`src/sv/assert_macros.svh`:
```
// Assertion shorthands used by the RTL of the block allocator.
// Depends on nothing; included by files that check their own logic.
`ifndef ASSERT_MACROS_SVH
`define ASSERT_MACROS_SVH

// The condition must hold at every clock edge out of reset.
`define ASSERT_ALWAYS(label, clk, rst_n, cond, msg) \
    label: assert property (@(posedge clk) disable iff (!rst_n) (cond)) else $error(msg);

// When the antecedent holds, the consequent holds in the same cycle.
`define ASSERT_SAME(label, clk, rst_n, ante, cons, msg) \
    label: assert property (@(posedge clk) disable iff (!rst_n) (ante) |-> (cons)) \
        else $error(msg);

// When the antecedent holds, the consequent holds in the next cycle.
`define ASSERT_NEXT(label, clk, rst_n, ante, cons, msg) \
    label: assert property (@(posedge clk) disable iff (!rst_n) (ante) |=> (cons)) \
        else $error(msg);

`endif

```
`src/sv/bab_pkg.sv`:
```
// Shared types and constants of the bitmap arena block allocator.
// Depends on nothing; used by the channel interfaces, the allocator unit and the testbench.
package bab_pkg;

    localparam int ARENA_W  = 3;
    localparam int BLOCK_W  = 6;
    localparam int STATUS_W = 2;

    localparam logic KIND_ALLOC = 1'b0;
    localparam logic KIND_FREE  = 1'b1;

    localparam logic [STATUS_W-1:0] ST_OK          = 2'd0;
    localparam logic [STATUS_W-1:0] ST_DOUBLE_FREE = 2'd1;
    localparam logic [STATUS_W-1:0] ST_NO_SLOT     = 2'd2;

endpackage

```
`src/sv/bab_if.sv`:
```
// Request and response channels of the bitmap arena block allocator.
// Depends on bab_pkg for the field widths.
interface bab_req_if import bab_pkg::*; ();
    logic               valid;
    logic               ready;
    logic               kind;
    logic [ARENA_W-1:0] arena_index;
    logic [BLOCK_W-1:0] block_index;

    modport source (output valid, kind, arena_index, block_index, input ready);
    modport sink   (input valid, kind, arena_index, block_index, output ready);
endinterface

interface bab_rsp_if import bab_pkg::*; ();
    logic                valid;
    logic                ready;
    logic [STATUS_W-1:0] status;
    logic [ARENA_W-1:0]  granted_arena;
    logic [BLOCK_W-1:0]  granted_block;
    logic                arena_opened;
    logic                arena_released;

    modport source (output valid, status, granted_arena, granted_block, arena_opened,
                    arena_released, input ready);
    modport sink   (input valid, status, granted_arena, granted_block, arena_opened,
                    arena_released, output ready);
endinterface

```
`src/sv/bab_occ_mem.sv`:
```
// Occupancy bitmap store: one word per arena slot, one read port with a
// registered result and one write port. Depends on nothing else.
module bab_occ_mem #(
    parameter int DEPTH  = 8,
    parameter int WIDTH  = 64,
    parameter int ADDR_W = 3
) (
    input  logic              clk,
    input  logic              rst_n,
    input  logic              rd_en,
    input  logic [ADDR_W-1:0] rd_addr,
    output logic [WIDTH-1:0]  rd_data,
    input  logic              wr_en,
    input  logic [ADDR_W-1:0] wr_addr,
    input  logic [WIDTH-1:0]  wr_data
);

    logic [WIDTH-1:0] mem [DEPTH];
    logic [DEPTH-1:0] written_reg;
    logic [WIDTH-1:0] rd_word_reg;
    logic             rd_written_reg;
    logic             rd_first_reg;

    // An entry never written holds its reset value: slot 0 has block 0 taken.
    assign rd_data = rd_written_reg ? rd_word_reg
                   : (rd_first_reg ? WIDTH'(1) : '0);

    always_ff @(posedge clk)
    begin
        if (wr_en)
        begin
            mem[wr_addr] <= wr_data;
        end
        if (rd_en)
        begin
            rd_word_reg  <= mem[rd_addr];
            rd_first_reg <= (rd_addr == '0);
        end
    end

    always_ff @(posedge clk or negedge rst_n)
    begin
        if (!rst_n)
        begin
            written_reg    <= '0;
            rd_written_reg <= 1'b0;
        end
        else
        begin
            if (wr_en)
            begin
                written_reg[wr_addr] <= 1'b1;
            end
            if (rd_en)
            begin
                rd_written_reg <= written_reg[rd_addr];
            end
        end
    end

endmodule

```
`src/sv/bab_slot_pick.sv`:
```
// Slot selection from the per-slot live and full flags: the first live
// arena with room, and the lowest slot that is free to open. No dependencies.
module bab_slot_pick #(
    parameter int SLOTS  = 8,
    parameter int SLOT_W = 3
) (
    input  logic [SLOTS-1:0]  live,
    input  logic [SLOTS-1:0]  full,
    output logic              fit_found,
    output logic [SLOT_W-1:0] fit_slot,
    output logic              open_found,
    output logic [SLOT_W-1:0] open_slot
);

    // Scanning downward leaves the lowest matching slot in place.
    always_comb
    begin
        fit_found  = 1'b0;
        fit_slot   = '0;
        open_found = 1'b0;
        open_slot  = '0;
        for (int i = SLOTS - 1; i >= 0; i--)
        begin
            if (live[i] && !full[i])
            begin
                fit_found = 1'b1;
                fit_slot  = SLOT_W'(i);
            end
            if (!live[i])
            begin
                open_found = 1'b1;
                open_slot  = SLOT_W'(i);
            end
        end
    end

endmodule

```
`src/sv/bitmap_arena_block_allocator_unit.sv`:
```
// Fixed-size block allocator over ARENA_SLOTS arenas of BLOCKS_IN_ARENA blocks.
// An allocate takes the lowest free block of the lowest live arena that has
// room, or opens the lowest free slot and grants its block 0; a free clears
// one block and releases the arena once it is empty. Every request word gives
// exactly one response word. Each request reads the arena's bitmap from the
// occupancy memory as it is taken, then modifies it and writes it back, and a
// new request waits until the last one is finished. Live and full flags sit in
// flip-flops, so the arena search needs no memory reads. The response sits in
// an output register; while it is not taken, a second request is accepted but
// finishes only once the register frees up. No clearing pass follows reset.
// Depends on bab_pkg, bab_if, bab_occ_mem, bab_slot_pick and assert_macros.svh.
`include "assert_macros.svh"

module bitmap_arena_block_allocator_unit import bab_pkg::*; #(
    parameter int BLOCKS_IN_ARENA = 64,
    parameter int ARENA_SLOTS     = 8
) (
    input  logic      clk,
    input  logic      rst_n,
    bab_req_if.sink   req,
    bab_rsp_if.source rsp
);

    localparam int SLOT_W = (ARENA_SLOTS > 1) ? $clog2(ARENA_SLOTS) : 1;
    localparam int BIDX_W = (BLOCKS_IN_ARENA > 1) ? $clog2(BLOCKS_IN_ARENA) : 1;
    localparam logic [BLOCKS_IN_ARENA-1:0] FULL_MAP  = {BLOCKS_IN_ARENA{1'b1}};
    localparam logic [BLOCKS_IN_ARENA-1:0] FIRST_MAP = BLOCKS_IN_ARENA'(1);

    typedef enum logic {S_IDLE, S_MODIFY} state_t;

    state_t                     state_reg, state_next;
    logic                       kind_reg, kind_next;
    logic                       hit_reg, hit_next;
    logic [SLOT_W-1:0]          slot_reg, slot_next;
    logic [BIDX_W-1:0]          block_reg, block_next;
    logic [ARENA_SLOTS-1:0]     live_reg, live_next;
    logic [ARENA_SLOTS-1:0]     full_reg, full_next;

    logic                       rsp_valid_reg, rsp_valid_next;
    logic [STATUS_W-1:0]        status_reg, status_next;
    logic [ARENA_W-1:0]         garena_reg, garena_next;
    logic [BLOCK_W-1:0]         gblock_reg, gblock_next;
    logic                       opened_reg, opened_next;
    logic                       released_reg, released_next;

    logic                       pick_fit_found;
    logic [SLOT_W-1:0]          pick_fit_slot;
    logic                       pick_open_found;
    logic [SLOT_W-1:0]          pick_open_slot;

    logic                       mem_rd_en;
    logic [SLOT_W-1:0]          mem_rd_addr;
    logic [BLOCKS_IN_ARENA-1:0] mem_rd_data;
    logic                       mem_wr_en;
    logic [SLOT_W-1:0]          mem_wr_addr;
    logic [BLOCKS_IN_ARENA-1:0] mem_wr_data;

    logic                       accept;
    logic                       out_load;
    logic                       arena_ok;
    logic                       block_ok;
    logic [BIDX_W-1:0]          zero_idx;
    logic [BLOCKS_IN_ARENA-1:0] set_map;
    logic [BLOCKS_IN_ARENA-1:0] clr_map;

    bab_slot_pick #(
        .SLOTS  (ARENA_SLOTS),
        .SLOT_W (SLOT_W)
    ) u_slot_pick (
        .live       (live_reg),
        .full       (full_reg),
        .fit_found  (pick_fit_found),
        .fit_slot   (pick_fit_slot),
        .open_found (pick_open_found),
        .open_slot  (pick_open_slot)
    );

    bab_occ_mem #(
        .DEPTH  (ARENA_SLOTS),
        .WIDTH  (BLOCKS_IN_ARENA),
        .ADDR_W (SLOT_W)
    ) u_occ_mem (
        .clk     (clk),
        .rst_n   (rst_n),
        .rd_en   (mem_rd_en),
        .rd_addr (mem_rd_addr),
        .rd_data (mem_rd_data),
        .wr_en   (mem_wr_en),
        .wr_addr (mem_wr_addr),
        .wr_data (mem_wr_data)
    );

    assign req.ready          = (state_reg == S_IDLE);
    assign accept             = req.valid && (state_reg == S_IDLE);
    assign out_load           = !rsp_valid_reg || rsp.ready;

    assign rsp.valid          = rsp_valid_reg;
    assign rsp.status         = status_reg;
    assign rsp.granted_arena  = garena_reg;
    assign rsp.granted_block  = gblock_reg;
    assign rsp.arena_opened   = opened_reg;
    assign rsp.arena_released = released_reg;

    assign arena_ok = (32'(req.arena_index) < ARENA_SLOTS);
    assign block_ok = (32'(req.block_index) < BLOCKS_IN_ARENA);

    // The bitmap is read as the request is taken; the write-back of the
    // previous word has always landed by then, so no forwarding is needed.
    assign mem_rd_en   = accept;
    assign mem_rd_addr = (req.kind == KIND_ALLOC) ? pick_fit_slot : SLOT_W'(req.arena_index);

    always_comb
    begin
        zero_idx = '0;
        for (int i = BLOCKS_IN_ARENA - 1; i >= 0; i--)
        begin
            if (!mem_rd_data[i])
            begin
                zero_idx = BIDX_W'(i);
            end
        end
    end

    assign set_map = mem_rd_data | (FIRST_MAP << zero_idx);
    assign clr_map = mem_rd_data & ~(FIRST_MAP << block_reg);

    always_comb
    begin
        state_next     = state_reg;
        kind_next      = kind_reg;
        hit_next       = hit_reg;
        slot_next      = slot_reg;
        block_next     = block_reg;
        live_next      = live_reg;
        full_next      = full_reg;
        rsp_valid_next = rsp_valid_reg;
        status_next    = status_reg;
        garena_next    = garena_reg;
        gblock_next    = gblock_reg;
        opened_next    = opened_reg;
        released_next  = released_reg;
        mem_wr_en      = 1'b0;
        mem_wr_addr    = slot_reg;
        mem_wr_data    = mem_rd_data;

        if (rsp_valid_reg && rsp.ready)
        begin
            rsp_valid_next = 1'b0;
        end

        unique case (state_reg)
            S_IDLE:
            begin
                if (req.valid)
                begin
                    kind_next  = req.kind;
                    block_next = BIDX_W'(req.block_index);
                    if (req.kind == KIND_ALLOC)
                    begin
                        slot_next = pick_fit_slot;
                        hit_next  = pick_fit_found;
                    end
                    else
                    begin
                        slot_next = SLOT_W'(req.arena_index);
                        hit_next  = arena_ok && block_ok;
                    end
                    state_next = S_MODIFY;
                end
            end
            S_MODIFY:
            begin
                if (out_load)
                begin
                    state_next     = S_IDLE;
                    rsp_valid_next = 1'b1;
                    status_next    = ST_OK;
                    garena_next    = '0;
                    gblock_next    = '0;
                    opened_next    = 1'b0;
                    released_next  = 1'b0;
                    if (kind_reg == KIND_ALLOC)
                    begin
                        if (hit_reg)
                        begin
                            mem_wr_en           = 1'b1;
                            mem_wr_data         = set_map;
                            full_next[slot_reg] = (set_map == FULL_MAP);
                            garena_next         = ARENA_W'(slot_reg);
                            gblock_next         = BLOCK_W'(zero_idx);
                        end
                        else if (pick_open_found)
                        begin
                            mem_wr_en                 = 1'b1;
                            mem_wr_addr               = pick_open_slot;
                            mem_wr_data               = FIRST_MAP;
                            live_next[pick_open_slot] = 1'b1;
                            full_next[pick_open_slot] = (FIRST_MAP == FULL_MAP);
                            garena_next               = ARENA_W'(pick_open_slot);
                            opened_next               = 1'b1;
                        end
                        else
                        begin
                            status_next = ST_NO_SLOT;
                        end
                    end
                    else
                    begin
                        if (hit_reg && mem_rd_data[block_reg])
                        begin
                            mem_wr_en           = 1'b1;
                            mem_wr_data         = clr_map;
                            full_next[slot_reg] = 1'b0;
                            if (clr_map == '0)
                            begin
                                live_next[slot_reg] = 1'b0;
                                released_next       = 1'b1;
                            end
                        end
                        else
                        begin
                            status_next = ST_DOUBLE_FREE;
                        end
                    end
                end
            end
            default:
            begin
                state_next = S_IDLE;
            end
        endcase
    end

    always_ff @(posedge clk or negedge rst_n)
    begin
        if (!rst_n)
        begin
            state_reg     <= S_IDLE;
            live_reg      <= ARENA_SLOTS'(1);
            full_reg      <= '0;
            rsp_valid_reg <= 1'b0;
        end
        else
        begin
            state_reg     <= state_next;
            live_reg      <= live_next;
            full_reg      <= full_next;
            rsp_valid_reg <= rsp_valid_next;
        end
    end

    always_ff @(posedge clk)
    begin
        kind_reg     <= kind_next;
        hit_reg      <= hit_next;
        slot_reg     <= slot_next;
        block_reg    <= block_next;
        status_reg   <= status_next;
        garena_reg   <= garena_next;
        gblock_reg   <= gblock_next;
        opened_reg   <= opened_next;
        released_reg <= released_next;
    end

    // A full arena is always a live one.
    `ASSERT_ALWAYS(a_full_is_live, clk, rst_n, ((full_reg & ~live_reg) == '0), "full arena not live")

    // Opening an arena adds exactly one live slot.
    `ASSERT_NEXT(a_open_adds_live, clk, rst_n, (state_reg == S_MODIFY && out_load && kind_reg == KIND_ALLOC && !hit_reg && pick_open_found), ($countones(live_reg) == $countones($past(live_reg)) + 1), "arena open did not add a live slot")

    // A released arena comes only from a good free, never with an open.
    `ASSERT_SAME(a_release_ok, clk, rst_n, (rsp_valid_reg && released_reg), (status_reg == ST_OK && !opened_reg), "release word with bad status")

endmodule

```
`src/flat_wrapper.sv`:
```
// flat-port wrapper written by rule: the top's interface ports become plain ports
module bitmap_arena_block_allocator_unit_flat import bab_pkg::*;
#(
    parameter int BLOCKS_IN_ARENA = 64,
    parameter int ARENA_SLOTS     = 8
)
  (clk, rst_n, req_valid, req_kind, req_arena_index, req_block_index, req_ready, rsp_valid, rsp_status, rsp_granted_arena, rsp_granted_block, rsp_arena_opened, rsp_arena_released, rsp_ready);
  bab_req_if req_i ();
  bab_rsp_if rsp_i ();
  input  logic clk;
  input  logic rst_n;
  input wire logic [$bits(req_i.valid)-1:0] req_valid;
  input wire logic [$bits(req_i.kind)-1:0] req_kind;
  input wire logic [$bits(req_i.arena_index)-1:0] req_arena_index;
  input wire logic [$bits(req_i.block_index)-1:0] req_block_index;
  output wire logic [$bits(req_i.ready)-1:0] req_ready;
  output wire logic [$bits(rsp_i.valid)-1:0] rsp_valid;
  output wire logic [$bits(rsp_i.status)-1:0] rsp_status;
  output wire logic [$bits(rsp_i.granted_arena)-1:0] rsp_granted_arena;
  output wire logic [$bits(rsp_i.granted_block)-1:0] rsp_granted_block;
  output wire logic [$bits(rsp_i.arena_opened)-1:0] rsp_arena_opened;
  output wire logic [$bits(rsp_i.arena_released)-1:0] rsp_arena_released;
  input wire logic [$bits(rsp_i.ready)-1:0] rsp_ready;
  assign req_i.valid = req_valid;
  assign req_i.kind = req_kind;
  assign req_i.arena_index = req_arena_index;
  assign req_i.block_index = req_block_index;
  assign req_ready = req_i.ready;
  assign rsp_valid = rsp_i.valid;
  assign rsp_status = rsp_i.status;
  assign rsp_granted_arena = rsp_i.granted_arena;
  assign rsp_granted_block = rsp_i.granted_block;
  assign rsp_arena_opened = rsp_i.arena_opened;
  assign rsp_arena_released = rsp_i.arena_released;
  assign rsp_i.ready = rsp_ready;
  bitmap_arena_block_allocator_unit #(.BLOCKS_IN_ARENA(BLOCKS_IN_ARENA), .ARENA_SLOTS(ARENA_SLOTS)) u_core (.clk(clk), .rst_n(rst_n), .req(req_i), .rsp(rsp_i));
endmodule
```
`config.mk`:
```
export PLATFORM = sky130hd
export DESIGN_NAME = bitmap_arena_block_allocator_unit_flat
export DESIGN_NICKNAME = d
export VERILOG_FILES = /design/src/sv/bab_pkg.sv /design/src/sv/bab_if.sv /design/src/sv/bab_occ_mem.sv /design/src/sv/bab_slot_pick.sv /design/src/sv/bitmap_arena_block_allocator_unit.sv /design/src/flat_wrapper.sv
export VERILOG_INCLUDE_DIRS = /design/src /design/src/sv
export SDC_FILE = /design/constraint.sdc
export NUM_CORES = 1
export LEC_CHECK = 0
export BUFFER_PORTS_ARGS = -buffer_cell sky130_fd_sc_hd__buf_4
export CAP_MARGIN = 15
export CORE_MARGIN = 3
export CORE_UTILIZATION = 49
export CTS_BUF_LIST = sky130_fd_sc_hd__clkbuf_8
export DETAILED_ROUTE_END_ITERATION = 16
export PLACE_DENSITY_LB_ADDON = 0.08
export SLEW_MARGIN = 20
export SYNTH_ARGS = -nofsm -noshare
export SYNTH_HDL_FRONTEND = slang
export SYNTH_HIERARCHICAL = 1
export SYNTH_SLANG_ARGS = --single-unit
```
`constraint.sdc`:
```
create_clock -name clk -period 11.1 [get_ports clk]
set_input_delay 1.665 -clock clk [delete_from_list [all_inputs] [get_ports clk]]
set_output_delay 1.665 -clock clk [all_outputs]
set_load 0.02 [all_outputs]
```
==> flow_summary.toml <==
[synth]
syn-cell-area_sq_mm = 0.0291
yosys.area.top_type = "edfxtp_1"
synth_enable_flop_cells = 601
netlist_top_cells_count = "edfxtp_1 (601), mux4_2 (143), nand2_1 (122)"
synth-seq-cells = 628
syn_avg_cell_area_sq_um = 14.6
synth_flop_cell = "edfxtp_1"
ys_warn_count = 6
netlist_instances = 1993
ys_seq_area_share_pct = 64.3
yosys.area.top_type_share_pct = 62.0
syn-num-nets = 2007
yosys-top-cells-area = "edfxtp_1 (62%), mux4_2 (11%), mux2_2 (2.8%)"
postSynth.asyncResetShare_pct = 4.30
yosysMostFrequentCell = "edfxtp_1"
synth_cell_types = 83

[sta]
worst_pin_slew_ns = 1.21
fin_crit_sh_pct = 58.0
slew_headroom_pct = 18.5
setup_tns_ns = 0
hold_slack_ns = 0.465
rsz0062_at_grt = "false"
hold_viol = 0
maxSlewViolCount = 0
skew_ns = 0.0496
fin_crit_ns = 6.44
setup_viol = 0
finalWorstSetupSlack_ns = 4.66
fmax_ghz = 0.155

[placed_design]
dp_hpwl_mm = 64.5
dp_slack_ns = 4.94
gp_congestion = 1.03
numPortBuffers = 28

[critical_path]
worst_path_max_delay_cell = "dfrtp_2"
start_kind = "register"
r2r_slack_ns = 4.66
crit_required_ns = 11.39
worstPathArrival_ns = 6.73
rr_worst_depth = 12
cp-end-kind = "register"
critPathMaxFanout = 65
slowest_delay_ns = 1.05
cp_cell_sequence = "and2_1, mux4_2, o2111ai_1, o2111ai_1, and4_1, o21ai_0, or2_2, inv_1, nand2_1, nor3_2, buf_4, buf_4"
worst-setup-path-type = "reg -> reg"

[clocking]
clock_path_buffers = 3
clock_sinks = 628
cts_buffers = 96
clockRootBuffer = "clkbuf_8"
ctsHoldBuffers = 0
ctsResizeCount = 0
path_clk_slew_ns = 0.06
cts_tree = "built"
h-tree-depth = 3
worstSkewPairLatency_ns = 0.70
cts_setup_buffers = 0

[detailed_routing]
dr.pass1.iters = 6
wl_per_cell_um = 33.7
routed_wl_mm = 95.9
vias = 19100
drc = 0
drt_iter0_markers = 2609
ant_nets = 0
vias_per_cell = 6.71

[grt]
track_usage_pct = 30.8
antenna_found_initial = 5
grt_max_degree = 87
grt_overflow = 0
grt_pass1_vias = 19000
grt_pass1_wl_mm = 139

[die]
die_h_um = 250
ios = 29
rows = 88
coreArea_sq_mm = 0.0582
dieArea_sq_mm = 0.0624
start_util_pct = 50.0
die_w_um = 250

[cells_and_area]
finalNetCount = 2019
area_delta_synth_final_pct = 9.30
largest_register_ffs = 512
drive_above_1_share_pct = 21.8

[status]
status = "complete, no violations"

[pwr]
ir_drop_mv = 0.116
powerDensity_mw_per_mm2 = 214
p_leak_nw = 10.2

[job]
maxCapViolations = 0

[hold_path]
min_delay_path_depth = 1
holdCritPathClass = "reg -> reg"
==> final cells by class <==
type	instances	area, sq um
Antenna cell	2	5.00
Clock buffer	105	1450
Clock inverter	68	335
Fill cell	4699	26400
Inverter	36	135
Multi-Input combinational cell	1177	9740
Sequential cell	628	18700
Tap cell	765	957
Timing Repair Buffer	66	495
==> cells by family after synthesis <==
| family | count (synthesis) | synth area share [%] |
|---|---|---|
| buffers and inverters | 188 | 2.81 |
| and+or+nand+nor | 523 | 9.31 |
| AOI/OAI and AO/OA | 429 | 9.41 |
| muxes | 225 | 14.2 |
| DFF | 628 | 64.3 |
==> path summary, 6_finish.rpt <==
path | startpoint | endpoint
worst max-delay path | u_core/u_occ_mem/rd_written_reg$_DFFE_PN0P_ | u_core/u_occ_mem/mem[4][4]$_DFFE_PP_
worst min register to register | u_core/u_occ_mem/written_reg[5]$_DFFE_PN0P_ | u_core/u_occ_mem/written_reg[5]$_DFFE_PN0P_
max in group asynchronous | rst_n | u_core/live_reg[0]$_DFFE_PN1P_
worst max register to register | u_core/u_occ_mem/rd_written_reg$_DFFE_PN0P_ | u_core/u_occ_mem/mem[4][4]$_DFFE_PP_
worst min-delay path | u_core/u_occ_mem/written_reg[5]$_DFFE_PN0P_ | u_core/u_occ_mem/written_reg[5]$_DFFE_PN0P_
min in group asynchronous | rst_n | u_core/rsp.valid$_DFF_PN0_
==> layer usage <==
layer  global-route usage (%)  share of wire, %
met5                        0             0.046
met3                     7.35               9.3
met1                     44.3                41
met4                     15.2               5.7
met2                     44.4                44
==> worst max-delay path: cells and delay by family, from the launching register on <==
kind                   cells  cell delay (ns)
AOI/OAI and AO/OA          3             0.73
buffers and inverters      3             1.13
and+or+nand+nor            5             2.62
DFF                        1             1.05
muxes                      1             0.40
==> per-stage QoR <==
step / util, % / power (mW) / instances / area (sq um)
final: 54.7 / 6.83 / 2847 / 31800
after global placement: 51.6 / 5.05 / 2672 / 30000
after global routing: 54.7 / 7.09 / 2847 / 31800
after CTS: 54.6 / 6.81 / 2845 / 31800
after floorplan: - / 4.28 / 1993 / 29100
after detailed placement: 51.6 / 5.05 / 2672 / 30000
==> cells in the final DEF (no fill, tap or decap), types with 10 or more instances in the layout <==
cell type    n
or2_2       14
nand4_1     34
nor4_1      22
clkbuf_8   105
clkinv_1    13
a31oi_1     43
mux4_2     143
o21ai_0    112
nand2b_1    23
buf_4       66
o22ai_1     10
nand2_1    122
nor3_1      34
dfrtp_1     25
edfxtp_1   601
and2_1      78
nor2_1      90
a21oi_1    108
o31ai_1     10
nand3_1     32
a211oi_1    12
a22oi_1     10
and3_1      12
mux2_2      69
nor2b_1     16
inv_1       76
o21ai_1     17
==> report_power, final <==
group / total [mW] / internal, mW / switching [mW] / leakage (nW)
sequential: 3.18 / 3.06 / 0.125 / 5.88
clock: 1.76 / 0.878 / 0.880 / 1.06
combinational: 1.89 / 0.490 / 1.40 / 3.26
Power figures use the tool's default switching activity.
